$ cat src/design/rld_div_pipe.sv
// Pipelined restoring divider, one quotient bit per stage.
// Stand-alone; used by the radial lens distortion remap top level.
`timescale 1ns / 1ps

module rld_div_pipe #(
    parameter int DW = 10,
    parameter int QW = 18
) (
    input  logic             i_clk,
    input  logic             i_en,
    input  logic [DW+QW-1:0] i_num,
    input  logic [DW-1:0]    i_den,
    output logic [QW-1:0]    o_quot,
    output logic             o_rem_nz
);

    localparam int RW = DW + QW;

    logic [RW-1:0] r_rem [QW];
    logic [DW-1:0] r_den [QW];
    logic [QW-1:0] r_quo [QW];

    genvar k;
    generate
        for (k = 0; k < QW; k++) begin : g_stage
            localparam logic [QW-1:0] QBIT = QW'(1) << (QW - 1 - k);
            logic [RW-1:0] w_rem_in;
            logic [DW-1:0] w_den_in;
            logic [QW-1:0] w_quo_in;
            logic [RW-1:0] w_trial;

            if (k == 0) begin : g_first
                assign w_rem_in = i_num;
                assign w_den_in = i_den;
                assign w_quo_in = '0;
            end else begin : g_next
                assign w_rem_in = r_rem[k-1];
                assign w_den_in = r_den[k-1];
                assign w_quo_in = r_quo[k-1];
            end

            assign w_trial = RW'(w_den_in) << (QW - 1 - k);

            always_ff @(posedge i_clk) begin
                if (i_en) begin
                    r_den[k] <= w_den_in;
                    if (w_rem_in >= w_trial) begin
                        r_rem[k] <= w_rem_in - w_trial;
                        r_quo[k] <= w_quo_in | QBIT;
                    end else begin
                        r_rem[k] <= w_rem_in;
                        r_quo[k] <= w_quo_in;
                    end
                end
            end
        end
    endgenerate

    assign o_quot   = r_quo[QW-1];
    assign o_rem_nz = |r_rem[QW-1];

endmodule

$ cat config.mk
export PLATFORM = sky130hd
export DESIGN_NAME = rld_div_pipe
export DESIGN_NICKNAME = d
export VERILOG_FILES = /design/src/design/rld_div_pipe.sv
export SDC_FILE = /design/constraint.sdc
export NUM_CORES = 1
export LEC_CHECK = 0
export ABC_AREA = 0
export BUFFER_PORTS_ARGS = -buffer_cell sky130_fd_sc_hd__buf_2
export CAP_MARGIN = 20
export CELL_PAD_IN_SITES_DETAIL_PLACEMENT = 1
export CELL_PAD_IN_SITES_GLOBAL_PLACEMENT = 1
export CORE_ASPECT_RATIO = 0.75
export CORE_MARGIN = 8
export CORE_UTILIZATION = 35
export CTS_BUF_LIST = sky130_fd_sc_hd__clkbuf_8 sky130_fd_sc_hd__clkbuf_16
export CTS_CLUSTER_DIAMETER = 40
export DETAILED_ROUTE_END_ITERATION = 8
export GPL_TIMING_DRIVEN = 0
export MAX_ROUTING_LAYER = met4
export PLACE_DENSITY = 0.65
export SYNTH_ARGS = -nofsm -noshare
export SYNTH_HDL_FRONTEND = slang
export SYNTH_SLANG_ARGS = --single-unit
export TNS_END_PERCENT = 5
$ cat constraint.sdc
create_clock -name i_clk -period 5.1 [get_ports i_clk]
set_clock_uncertainty 0.15 [all_clocks]
set_input_delay 0.255 -clock i_clk [delete_from_list [all_inputs] [get_ports i_clk]]
set_output_delay 0.255 -clock i_clk [all_outputs]
set_load 0.005 [all_outputs]
* Word-level counts from Yosys, hierarchy flattened
Memories as Yosys holds them, arrays and structs flattened. Cells that the tools add are included.
Operators by class: multipliers 0, reduce and logical (&&, ||, !) cells 1, shift operators 0, eq/ne operators 0, magnitude comparators 18, bitwise logic cells 36, div/mod/pow operators 0, $add $sub $neg 18, mux-type cells 146
Operator list (count):
- two-way mux 28 bit | 18
- two-way mux 18 bit | 18
- two-way mux 1 bit | 110
- OR 1 bit | 36
- >= comparator 28 x 10 -> 1 bit | 1
- >= comparator 28 x 11 -> 1 bit | 1
- >= comparator 28 x 12 -> 1 bit | 1
- >= comparator 28 x 13 -> 1 bit | 1
- >= comparator 28 x 14 -> 1 bit | 1
- >= comparator 28 x 15 -> 1 bit | 1
- >= comparator 28 x 16 -> 1 bit | 1
- >= comparator 28 x 17 -> 1 bit | 1
- >= comparator 28 x 18 -> 1 bit | 1
- >= comparator 28 x 19 -> 1 bit | 1
- >= comparator 28 x 20 -> 1 bit | 1
- >= comparator 28 x 21 -> 1 bit | 1
- >= comparator 28 x 22 -> 1 bit | 1
- >= comparator 28 x 23 -> 1 bit | 1
- >= comparator 28 x 24 -> 1 bit | 1
- >= comparator 28 x 25 -> 1 bit | 1
- >= comparator 28 x 26 -> 1 bit | 1
- >= comparator 28 x 27 -> 1 bit | 1
- OR reduction 28 bit | 1
- subtractor 28 x 10 -> 28 bit | 1
- 17 further kinds | 17
Word-level totals: ROM bits 0, logic and storage cells 222, RAM bits 1008, memories 3, flip-flop bits (word level) 0, bits in latches 0
Memory list:
- r_rem | depth 18, bits a word 28, read ports 18, clocked after memory_dff 0, write ports 18, RTL line 19 | logic [RW-1:0] r_rem [QW];
- r_quo | depth 18, bits a word 18, read ports 18, clocked after memory_dff 0, write ports 18, RTL line 21 | logic [QW-1:0] r_quo [QW];
- r_den | depth 18, bits a word 10, read ports 17, clocked after memory_dff 0, write ports 18, RTL line 20 | logic [DW-1:0] r_den [QW];

* Logic depth before layout (Yosys ltp)
An unclocked memory read counts as a cell.
depth after elaboration 6, mapped depth 13, mapped depth without buffers 11

* Worst setup path before layout
Ideal clock, no wire load.
path type register -> register, from memory r_rem[4][14] (netlist name), to memory r_rem[5][19] (netlist name) (data pin), setup slack 2.046 ns, stages on the path, launching flop included 11, data arrival time 2.633 ns, required time 4.680 ns, cells stage by stage edfxtp_1 ha_1 nor2b_1 o31a_1 or3_1 a21oi_1 or4b_1 clkbuf_1 clkbuf_1 nor2_1 a21oi_1
RTL lines (RTL line):
- start: declaration | 19

==> run_results.csv <==
group,metric,value,unit
outcome,status,"finished clean",
global_route,grt_pass1_wl,151.1,mm
route,via_per_inst,5.058,
timing,slew_violations,0,
clock_tree,cts_sinks,845,
timing,slew_headroom,0.2687,
synth,synth_nets,3347,
global_route,overflow,0,
clock_tree,htreeDepth,3,
timing,period_needed,4.130,ns
layout,area_growth,16.64,%
timing,whs,0.1162,ns
layout,final_common_cell,"edfxtp_1",
clock_tree,cts_root_buf,"clkbuf_16",
floorplan,die-width,407.2,µm
route,top_layer,"met4",
placed_design,place_hpwl,71.46,mm
floorplan,die_area,126000,µm²
critical_path,end_kind,"register",
worst_hold_path,hold_path.class,"input port to register",
timing,worst_pin_slew,1.087,ns
placed_design,pre_cts_ws,1.109,ns
timing,final-hold-violation-count,0,
route,wl_met3,4.824,mm
route,wirelength,95.85,mm
floorplan,ios,59,
synth,syn_avg_cell_area,12.92,µm²
floorplan,core-area,113700,µm²
route,wl_per_cell,19.37,µm
timing,period_share,0.8098,
route,num_vias,25030,
placed_design,portBuffers,58,
route,drc,0,
clock_tree,cts_max_path_buffers,3,
floorplan,rows,107,
clock_tree,cts_tree,"done",
timing,tns,0,ns
synth,synth_top_area_cell,"edfxtp_1",
clock_tree,clkTransAtPathRegs,0.06,ns
global_route,grt_antenna_before_repair,4,
route,routed-wl-met2,41.09,mm
layout,mostFrequentLayoutCells,"edfxtp_1 (845), inv_1 (242), nor2_1 (219)",
synth,syn_area,40170,µm²
timing,setup_ws,0.9699,ns
power,peakVddDrop,0.0002906,V
route,dr.pass1.iters,5,
placed_design,placed_cells,4706,
layout,fin_nets,3569,
synth,yosys_warnings,0,
power,power.density,489.4,nW/µm²
layout,instances_no_fill,4949,
critical_path,path_class,"input port to register",
synth,synth_area_leaders,"edfxtp_1 (63%), ha_1 (5.6%), xor2_1 (3.4%)",
power,p_leak,0.01715,µW
synth,synthArstFlopShare,0,
clock_tree,clk-insertion-delay-late,0.73,ns
synth,ys_seq_elements,845,
global_route,grt_start_max_net_pins,96,
floorplan,initial_core_util,0.3534,
timing,setup_violations,0,
synth,synth-edff-count,845,
critical_path,cp.required,5.42,ns
synth,ys_types,84,
floorplan,die_h,309.4,µm
clock_tree,cts_buffers,109,
synth,synthFlopType,"edfxtp_1",
critical_path,startpoint_type,"input port",
layout,drive_gt1_frac,0.1035,
critical_path,path_max_fanout,85,
clock_tree,cts_resized,0,
critical_path,crit_arrival,4.45,ns
route,antenna_left,0,
timing,rsz0062_at_grt,"false",
route,wl_met1,47.40,mm
global_route,grt_pass1_vias,26240,
synth,ys_seq_area_frac,0.6317,
synth,synthCells,3109,
placed_design,gp_routability_congestion,0.8470,
flow_run,cap_violations,0,
global_route,grtUsageTotal,0.1544,
synth,synth_top_area_frac,0.6317,
timing,max_freq,242.1,MHz
route,drtIter0Drc,1474,
Yosys cell counts (all sizes together), types with 6 or more instances:
cell type  count
clkbuf        52
o211ai        13
nor4b         17
nand3         57
and2           7
ha           180
o21bai        12
a211o          6
or2           19
or4           22
o31a          10
fa            18
nor2         219
nor3         106
xnor2        109
nand4         29
o21ai        145
o31ai         16
nand2        156
a21o          33
a211oi        18
nor3b          9
or3           48
and3          13
a21oi        174
edfxtp       845
o2111ai        6
xor2         158
a21boi         7
nor4          62
a31oi         17
nor2b         47
o21a          38
nand2b        47
or4b           8
mux2          40
inv          237
nand3b        13
and4           8
nand4b        12
stage by stage:
| step | utilization | area [µm²] | power [µW] |
|---|---|---|---|
| global route | 0.4122 | 46850 | 24100 |
| finish | 0.4122 | 46850 | 22930 |
| CTS | 0.4122 | 46850 | 23130 |
| detailed placement | 0.3755 | 42680 | 15170 |
| global placement | 0.3728 | 42370 | 15000 |
| floorplan | - | 40170 | 13520 |
final timing paths:
check                          from                endpoint  slack (ns)  cells after the start
max                            i_en  r_rem[0][27]$_DFFE_PP_        0.97                      9
min                        i_num[9]   r_rem[0][9]$_DFFE_PP_        0.12                      2
max reg2reg   r_den[4][5]$_DFFE_PP_  r_rem[5][12]$_DFFE_PP_        1.10                     10
min reg2reg  r_quo[12][9]$_DFFE_PP_  r_quo[13][9]$_DFFE_PP_        0.25                      0
state kept, by name, summed over array words and instances, names as in the netlist:
register and flops:
r_rem 504, r_quo 171, r_den 170
where the power goes:
group / switching [µW] / internal [µW] / leakage [µW]
sequential: 860 / 9150 / 0.00809
clock: 3220 / 4600 / 0.00183
combinational: 2950 / 2140 / 0.00722
per-layer routing:
layer / global-route usage / vias up
met5: - / -
met4: 0.04611 / 0
met3: 0.03106 / 166
met2: 0.2310 / 486
met1: 0.2129 / 12310
li1: - / 12070
worst max-delay path, stage by stage:
cell	delay (ns)
dlygate4sd3_1	0.56
buf_8	0.55
clkbuf_1	0.49
buf_16	0.21
clkbuf_1	0.70
nand4b_1	0.65
nand3_1	0.25
o21ai_0	0.08
dlygate4sd3_1	0.55
logic make-up after synthesis:
logic type,synth area share
and+or+nand+nor,0.1207
DFF,0.6317
AOI/OAI and AO/OA,0.08531
buffers and inverters,0.02760
xor gates and xnor gates,0.05822
adders and majority gates,0.06504
muxes,0.01146
cell type report:
| class | instances | area (µm²) |
|---|---|---|
| Sequential cell | 845 | 25370 |
| Inverter | 237 | 889.6 |
| Fill cell | 11820 | 66810 |
| Timing Repair Buffer | 111 | 975.9 |
| Antenna cell | 3 | 7.507 |
| Tap cell | 1526 | 1909 |
| Multi-Input combinational cell | 1970 | 13690 |
| Clock buffer | 110 | 2753 |
| Clock inverter | 90 | 1016 |
| Buffer | 57 | 241.5 |
what timing repair did:
action | CTS | global route
buffers inserted | 0 | 0
endpoints found under the hold margin | 117 | 0
hold buffers | 40 | 0
(Power assumes the default switching activity.)
