## src/design/rld_sqrt_pipe.sv

```systemverilog
// Pipelined integer square root, one root bit per stage (floor result).
// Stand-alone; used by the radial lens distortion remap top level.
`timescale 1ns / 1ps

module rld_sqrt_pipe #(
    parameter int OW = 18
) (
    input  logic            i_clk,
    input  logic            i_en,
    input  logic [2*OW-1:0] i_val,
    output logic [OW-1:0]   o_root
);

    localparam int RW = OW + 3;

    logic [RW-1:0]   r_rem  [OW];
    logic [OW-1:0]   r_root [OW];
    logic [2*OW-1:0] r_val  [OW];

    genvar k;
    generate
        for (k = 0; k < OW; k++) begin : g_stage
            logic [RW-1:0]   w_rem_in;
            logic [OW-1:0]   w_root_in;
            logic [2*OW-1:0] w_val_in;
            logic [RW-1:0]   w_cur;
            logic [RW-1:0]   w_trial;

            if (k == 0) begin : g_first
                assign w_rem_in  = '0;
                assign w_root_in = '0;
                assign w_val_in  = i_val;
            end else begin : g_next
                assign w_rem_in  = r_rem[k-1];
                assign w_root_in = r_root[k-1];
                assign w_val_in  = r_val[k-1];
            end

            assign w_cur   = {w_rem_in[RW-3:0], w_val_in[2*OW-1 -: 2]};
            assign w_trial = RW'({w_root_in, 2'b01});

            always_ff @(posedge i_clk) begin
                if (i_en) begin
                    r_val[k] <= w_val_in << 2;
                    if (w_cur >= w_trial) begin
                        r_rem[k]  <= w_cur - w_trial;
                        r_root[k] <= {w_root_in[OW-2:0], 1'b1};
                    end else begin
                        r_rem[k]  <= w_cur;
                        r_root[k] <= {w_root_in[OW-2:0], 1'b0};
                    end
                end
            end
        end
    endgenerate

    assign o_root = r_root[OW-1];

endmodule

```

## config.mk

```make
export PLATFORM = sky130hd
export DESIGN_NAME = rld_sqrt_pipe
export DESIGN_NICKNAME = d
export VERILOG_FILES = /design/src/design/rld_sqrt_pipe.sv
export SDC_FILE = /design/constraint.sdc
export NUM_CORES = 1
export LEC_CHECK = 0
export ABC_CLOCK_PERIOD_IN_PS = 3570
export BUFFER_PORTS_ARGS = -buffer_cell sky130_fd_sc_hd__buf_2
export CAP_MARGIN = 0
export CORE_UTILIZATION = 40
export CTS_CLUSTER_DIAMETER = 120
export DETAILED_ROUTE_END_ITERATION = 10
export GPL_ROUTABILITY_DRIVEN = 0
export PLACE_DENSITY = 0.65
export SYNTH_ARGS = -nofsm -noshare
export SYNTH_HDL_FRONTEND = slang
export SYNTH_SLANG_ARGS = --single-unit
```

## constraint.sdc

```tcl
create_clock -name i_clk -period 3.57 [get_ports i_clk]
set_input_delay 0.8925 -clock i_clk [delete_from_list [all_inputs] [get_ports i_clk]]
set_output_delay 0.8925 -clock i_clk [all_outputs]
set_load 0.05 [all_outputs]
```

# ---- Word-level counts from Yosys, hierarchy flattened
# Memory sizes are Yosys's and may differ from the RTL's.
# Cells that the tools add are included.
dict set report word_totals {
  mem_count 3
  ff_bits 0
  word_cells 221
  out_inout_bits 18
  mem_bits_rw 1314
  input_bits 38
}
# name words width rd rd_ports_with_merged_regs write_ports line
set mem_list {}
lappend mem_list {r_val 18 34 17 0 18 18} ;# logic [2*OW-1:0] r_val [OW];
lappend mem_list {r_rem 18 21 17 0 18 16} ;# logic [RW-1:0] r_rem [OW];
lappend mem_list {r_root 18 18 18 0 18 17} ;# logic [OW-1:0] r_root [OW];
dict set report classes {
  bitwise 36
  mux 146
  n_lt_le_gt_ge 18
  add_sub_neg 18
}
# cell count
set ops {}
lappend ops {{$mux W21} 18}
lappend ops {{$ge A21 B20 Y1} 17}
lappend ops {{$sub A21 B20 Y21} 17}
lappend ops {{$mux W18} 18}
lappend ops {{$mux W1} 110}
lappend ops {{$or A1 B1 Y1} 36}
lappend ops {{$sub A2 B1 Y3 const B} 1}
lappend ops {{$ge A2 B1 Y1 const B} 1}

# ---- Logic depth before layout (Yosys ltp)
# An unclocked memory read counts as a cell.
dict set report depth {
  depth_word 6
  mapped_depth 13
  depth_no_buf 10
}

# ---- Least setup slack after synthesis
# OpenSTA, ideal clock, no wires.
dict set report synth_path {
  path_type {register to register}
  start {memory r_rem[7][4] (netlist name)}
  end {memory r_rem[7][39] (netlist name), data pin}
  n_path_buf 1
  synth_period_minus_slack_ns 2.831
  required_time_ns 3.310
  setup_time_ns 0.260
  path_slack_ns 0.739
  path_stages_with_launch 10
  arrival_time_ns 2.572
  cell_sequence {edfxtp_1 -> ha_1 -> a2111oi_0 -> o21ai_0 -> a221oi_2 -> a311oi_2 -> a211oi_2 -> buf_4 -> nor2_1 -> mux2_2}
}
# element line
set synth_rtl {}
lappend synth_rtl {{start, declared} 16}

==> summary.txt <==
=================================================================================================
Hold Path Origin                                                                     r_val[6][29]
Ports placed on the boundary                                                                   56
Achievable Freq                                                                           325 MHz
Cell accounting for the most synthesized area                                        sky130_fd_sc_hd__edfxtp_1
Cell Chain, Critical Path                                                            inv_1 -> ha_1 -> nand4_1 -> or4_1 -> nand3_1 -> nor4b_2 -> buf_12 -> a2111oi_0 -> xor2_1
Initial standard-cell utilization of the core                                               40.3%
Flop and latch count out of synthesis                                                         778
Flop-to-flop setup slack                                                                  0.49 ns
# Post-CTS Setup Buffers                                                                        0
Type of the most critical hold path                                                       reg2reg
Total clock buffers created by CTS                                                             84
Proportion of synthesized flip-flops having asynchronous set or reset                          0%
Cell area after synthesis                                                            36,300 sq um
Largest stage delay on the critical path                                                  0.61 ns
Crit Reg-Reg Startpoint                                                              r_root[10][8]
WHS Endpoint                                                                         r_val[7][31]
Number of synthesized flops with an enable pin                                                777
Slowest-stage cell, CP                                                               sky130_fd_sc_hd__a2111oi_0
DP HPWL                                                                                 44,800 um
Total number of vias                                                                       20,950
Setup repair after global routing missed its margin                                         false
Reg2reg path depth                                                                              9
Cell-internal power                                                                       17.5 mW
Final Setup Violations                                                                          0
Final setup TNS                                                                              0 ns
WL final                                                                                63,700 um
Sw Pwr                                                                                    6.07 mW
First-iteration detailed-routing DRC count                                                  1,413
Maximum number of pins on one net before global-route repair                                  134
Std-Cell Core Area                                                                   90,000 sq um
Fraction of final layout cells with drive strength greater than 1                           9.73%
Number of buffers on the longest clock path                                                     3
Num Clock Sinks                                                                               778
Area delta synth->final                                                                     12.3%
Pwr Total                                                                                 23.6 mW
Post-detailed-route DRC marker count                                                            0
Die extent in y                                                                            303 um
Most frequent cells in the layout                                                    777 x sky130_fd_sc_hd__edfxtp_1, 223 x sky130_fd_sc_hd__inv_1, 191 x sky130_fd_sc_hd__ha_1, 157 x sky130_fd_sc_hd__nor2_1, 152 x sky130_fd_sc_hd__a21oi_1
X dimension of the die                                                                     303 um
Reg power frac                                                                              50.4%
Clock Pin Slew Worst Setup and Hold Paths                                                 0.06 ns
Fill cells                                                                                  8,097
Initial antenna violation count                                                                 2
Endpoint of the worst register-to-register path                                      r_rem[5][37]
Required time at the endpoint of the critical path                                        3.90 ns
Cells after Synth                                                                           2,753
Most frequently used flop master after synthesis                                     sky130_fd_sc_hd__edfxtp_1
Leading cell type in the layout, fill and taps excluded                              sky130_fd_sc_hd__edfxtp_1
Design Area, Final                                                                   40,800 sq um
Portion of synthesized cell area occupied by the leading cell type                          64.3%
Critical path startpoint category                                                       flip-flop
Min Clock Period, post-route                                                              3.08 ns
Synth area leaders                                                                   sky130_fd_sc_hd__edfxtp_1 64%, sky130_fd_sc_hd__ha_1 6.6%, sky130_fd_sc_hd__xnor2_1 2.8%
WS Path Type                                                                              reg2reg
TritonCTS clock tree                                                                          yes
Clock latency reported for the late side of the worst-skew pair                           0.63 ns
Endpoints failing hold                                                                          0
Final nets                                                                                  3,098
Number of port buffers                                                                         55
Total power per unit cell area                                                        579 nW/um^2
Syn Nets                                                                                    2,982
GR Overflow Total                                                                               0
Worst setup EP type                                                                     flip-flop
Rows                                                                                          110
Yosys Warn Count                                                                                0
Cell area reported after detailed placement                                          38,200 sq um
Count of inserted antenna diode cells                                                           0
Max Cap Viol                                                                                    0
Worst hold path stage count                                                                     0
Post-route ant nets                                                                             0
DIE AREA                                                                             92,000 sq um
Number of global-route vias before repair                                                  20,441
CP max FO                                                                                      23
Fin crit share                                                                              86.2%
Routed vias/inst                                                                             5.09
Synth Area per Inst                                                                    13.2 sq um
Slew @ Worst Pin                                                                          1.01 ns
Final setup skew                                                                        0.0250 ns
First-pass iteration count of the detailed router                                               5
Status                                                                                  completed
Overall Global Routing Usage                                                                14.0%
Switching power as a share of total power                                                   25.7%
Depth of the critical timing path with buffers and inverters included                           9
Fraction of the yosys area taken by sequential cells                                        64.3%
Cts hold-fix bufs                                                                               0
Worst path buffer plus inverter count                                                           2
Max-slew headroom at the worst pin                                                          32.7%
Family of cells with the greatest summed delay on the critical path                  simple AND/OR/NAND/NOR gates
Power share of the clock group                                                              34.9%
Max H-tree Level                                                                                3
Post-detailed-route wirelength per cell                                                   15.5 um
Arr. time, crit path                                                                      3.41 ns
Part of the power in combinational logic                                                    14.7%
Maximum vdd ir drop                                                                    0.000438 V
# resized after CTS                                                                             0
Total leakage power                                                                       15.4 nW
First-pass GRT wire length                                                             104,000 um
Final standard cell utilization of the core                                                 45.3%
Number of distinct library cell variants in the gate-level netlist after synthesis             83
Number of max-slew violations in the final report                                               0
Root buffer cell                                                                     sky130_fd_sc_hd__clkbuf_16
=================================================================================================
[worst max-delay path by stage]
stage	start	end	slack, ns
global placement	i_en	r_rem[6][13]	0.26
CTS	r_rem[7][4]	r_rem[7][28]	0.50
global route	r_rem[7][4]	r_rem[7][28]	0.26
detailed placement	i_en	r_rem[6][13]	0.19
finish	r_root[10][8]	r_rem[5][37]	0.49
floorplan	r_rem[7][4]	r_rem[7][39]	0.74
[Yosys cell counts (14+ instances only)]
library cell	count
sky130_fd_sc_hd__a211oi_1	17
sky130_fd_sc_hd__a21o_1	55
sky130_fd_sc_hd__a21oi_1	152
sky130_fd_sc_hd__a31oi_1	18
sky130_fd_sc_hd__and2_1	26
sky130_fd_sc_hd__clkbuf_1	45
sky130_fd_sc_hd__edfxtp_1	777
sky130_fd_sc_hd__ha_1	191
sky130_fd_sc_hd__inv_1	223
sky130_fd_sc_hd__mux2_2	35
sky130_fd_sc_hd__nand2_1	148
sky130_fd_sc_hd__nand2b_1	34
sky130_fd_sc_hd__nand3_1	38
sky130_fd_sc_hd__nand4_1	28
sky130_fd_sc_hd__nor2_1	157
sky130_fd_sc_hd__nor2b_1	31
sky130_fd_sc_hd__nor3_1	65
sky130_fd_sc_hd__nor4_1	37
sky130_fd_sc_hd__o21a_1	46
sky130_fd_sc_hd__o21ai_0	134
sky130_fd_sc_hd__o21bai_1	15
sky130_fd_sc_hd__o31ai_1	14
sky130_fd_sc_hd__or3_1	32
sky130_fd_sc_hd__or4_1	15
sky130_fd_sc_hd__xnor2_1	118
sky130_fd_sc_hd__xor2_1	100
[area by class of cell]
cell class | count | area (sq um) | area share [%]
Clock buffer | 97 | 2150 | 5.27
Sequential cell | 778 | 23400 | 57.3
Multi-Input combinational cell | 1687 | 11900 | 29.1
Clock inverter | 58 | 477 | 1.17
Tap cell | 1176 | 1470 | 3.61
Timing Repair Buffer | 93 | 633 | 1.55
Inverter | 225 | 845 | 2.07
[power by group through the flow]
stage	registers, mW	clock network [mW]	logic [mW]
final	11.9	8.24	3.48
after global routing	12.0	8.85	3.92
after CTS	11.9	8.50	3.48
after detailed placement	12.1	0	3.47
after global placement	12.1	0	3.40
after floorplan	11.9	0	2.69
[stage by stage]
| step | cells | worst slack (ns) | hold WS [ns] |
|---|---|---|---|
| final | 4114 | 0.492 | 0.401 |
| after global routing | 4114 | 0.261 | 0.383 |
| after CTS | 4114 | 0.498 | 0.369 |
| after detailed placement | 3959 | 0.195 | 0.405 |
| after global placement | 3959 | 0.256 | 0.400 |
| after floorplan | 2753 | 0.739 | 0.400 |
[kinds of logic after synthesis]
| logic type | Yosys count | share of synthesized area, % |
|---|---|---|
| simple gates | 696 | 10.0 |
| mux | 47 | 1.43 |
| xor+xnor | 218 | 5.26 |
| compound gates | 535 | 9.33 |
| buf+inv | 288 | 3.06 |
| fa+ha+maj | 191 | 6.58 |
| flops | 778 | 64.3 |
[flip-flops by register name (all words and copies together), names as in the netlist]
register	flops
r_root	171
r_rem	301
r_val	306
[per-layer routing]
layer	part of all wire, %	global-route usage (%)
met2	49	23.9
met4	2.9	4.81
met1	44	17.9
met3	4.0	2.47
met5	0	0
(Power assumes the default switching activity.)
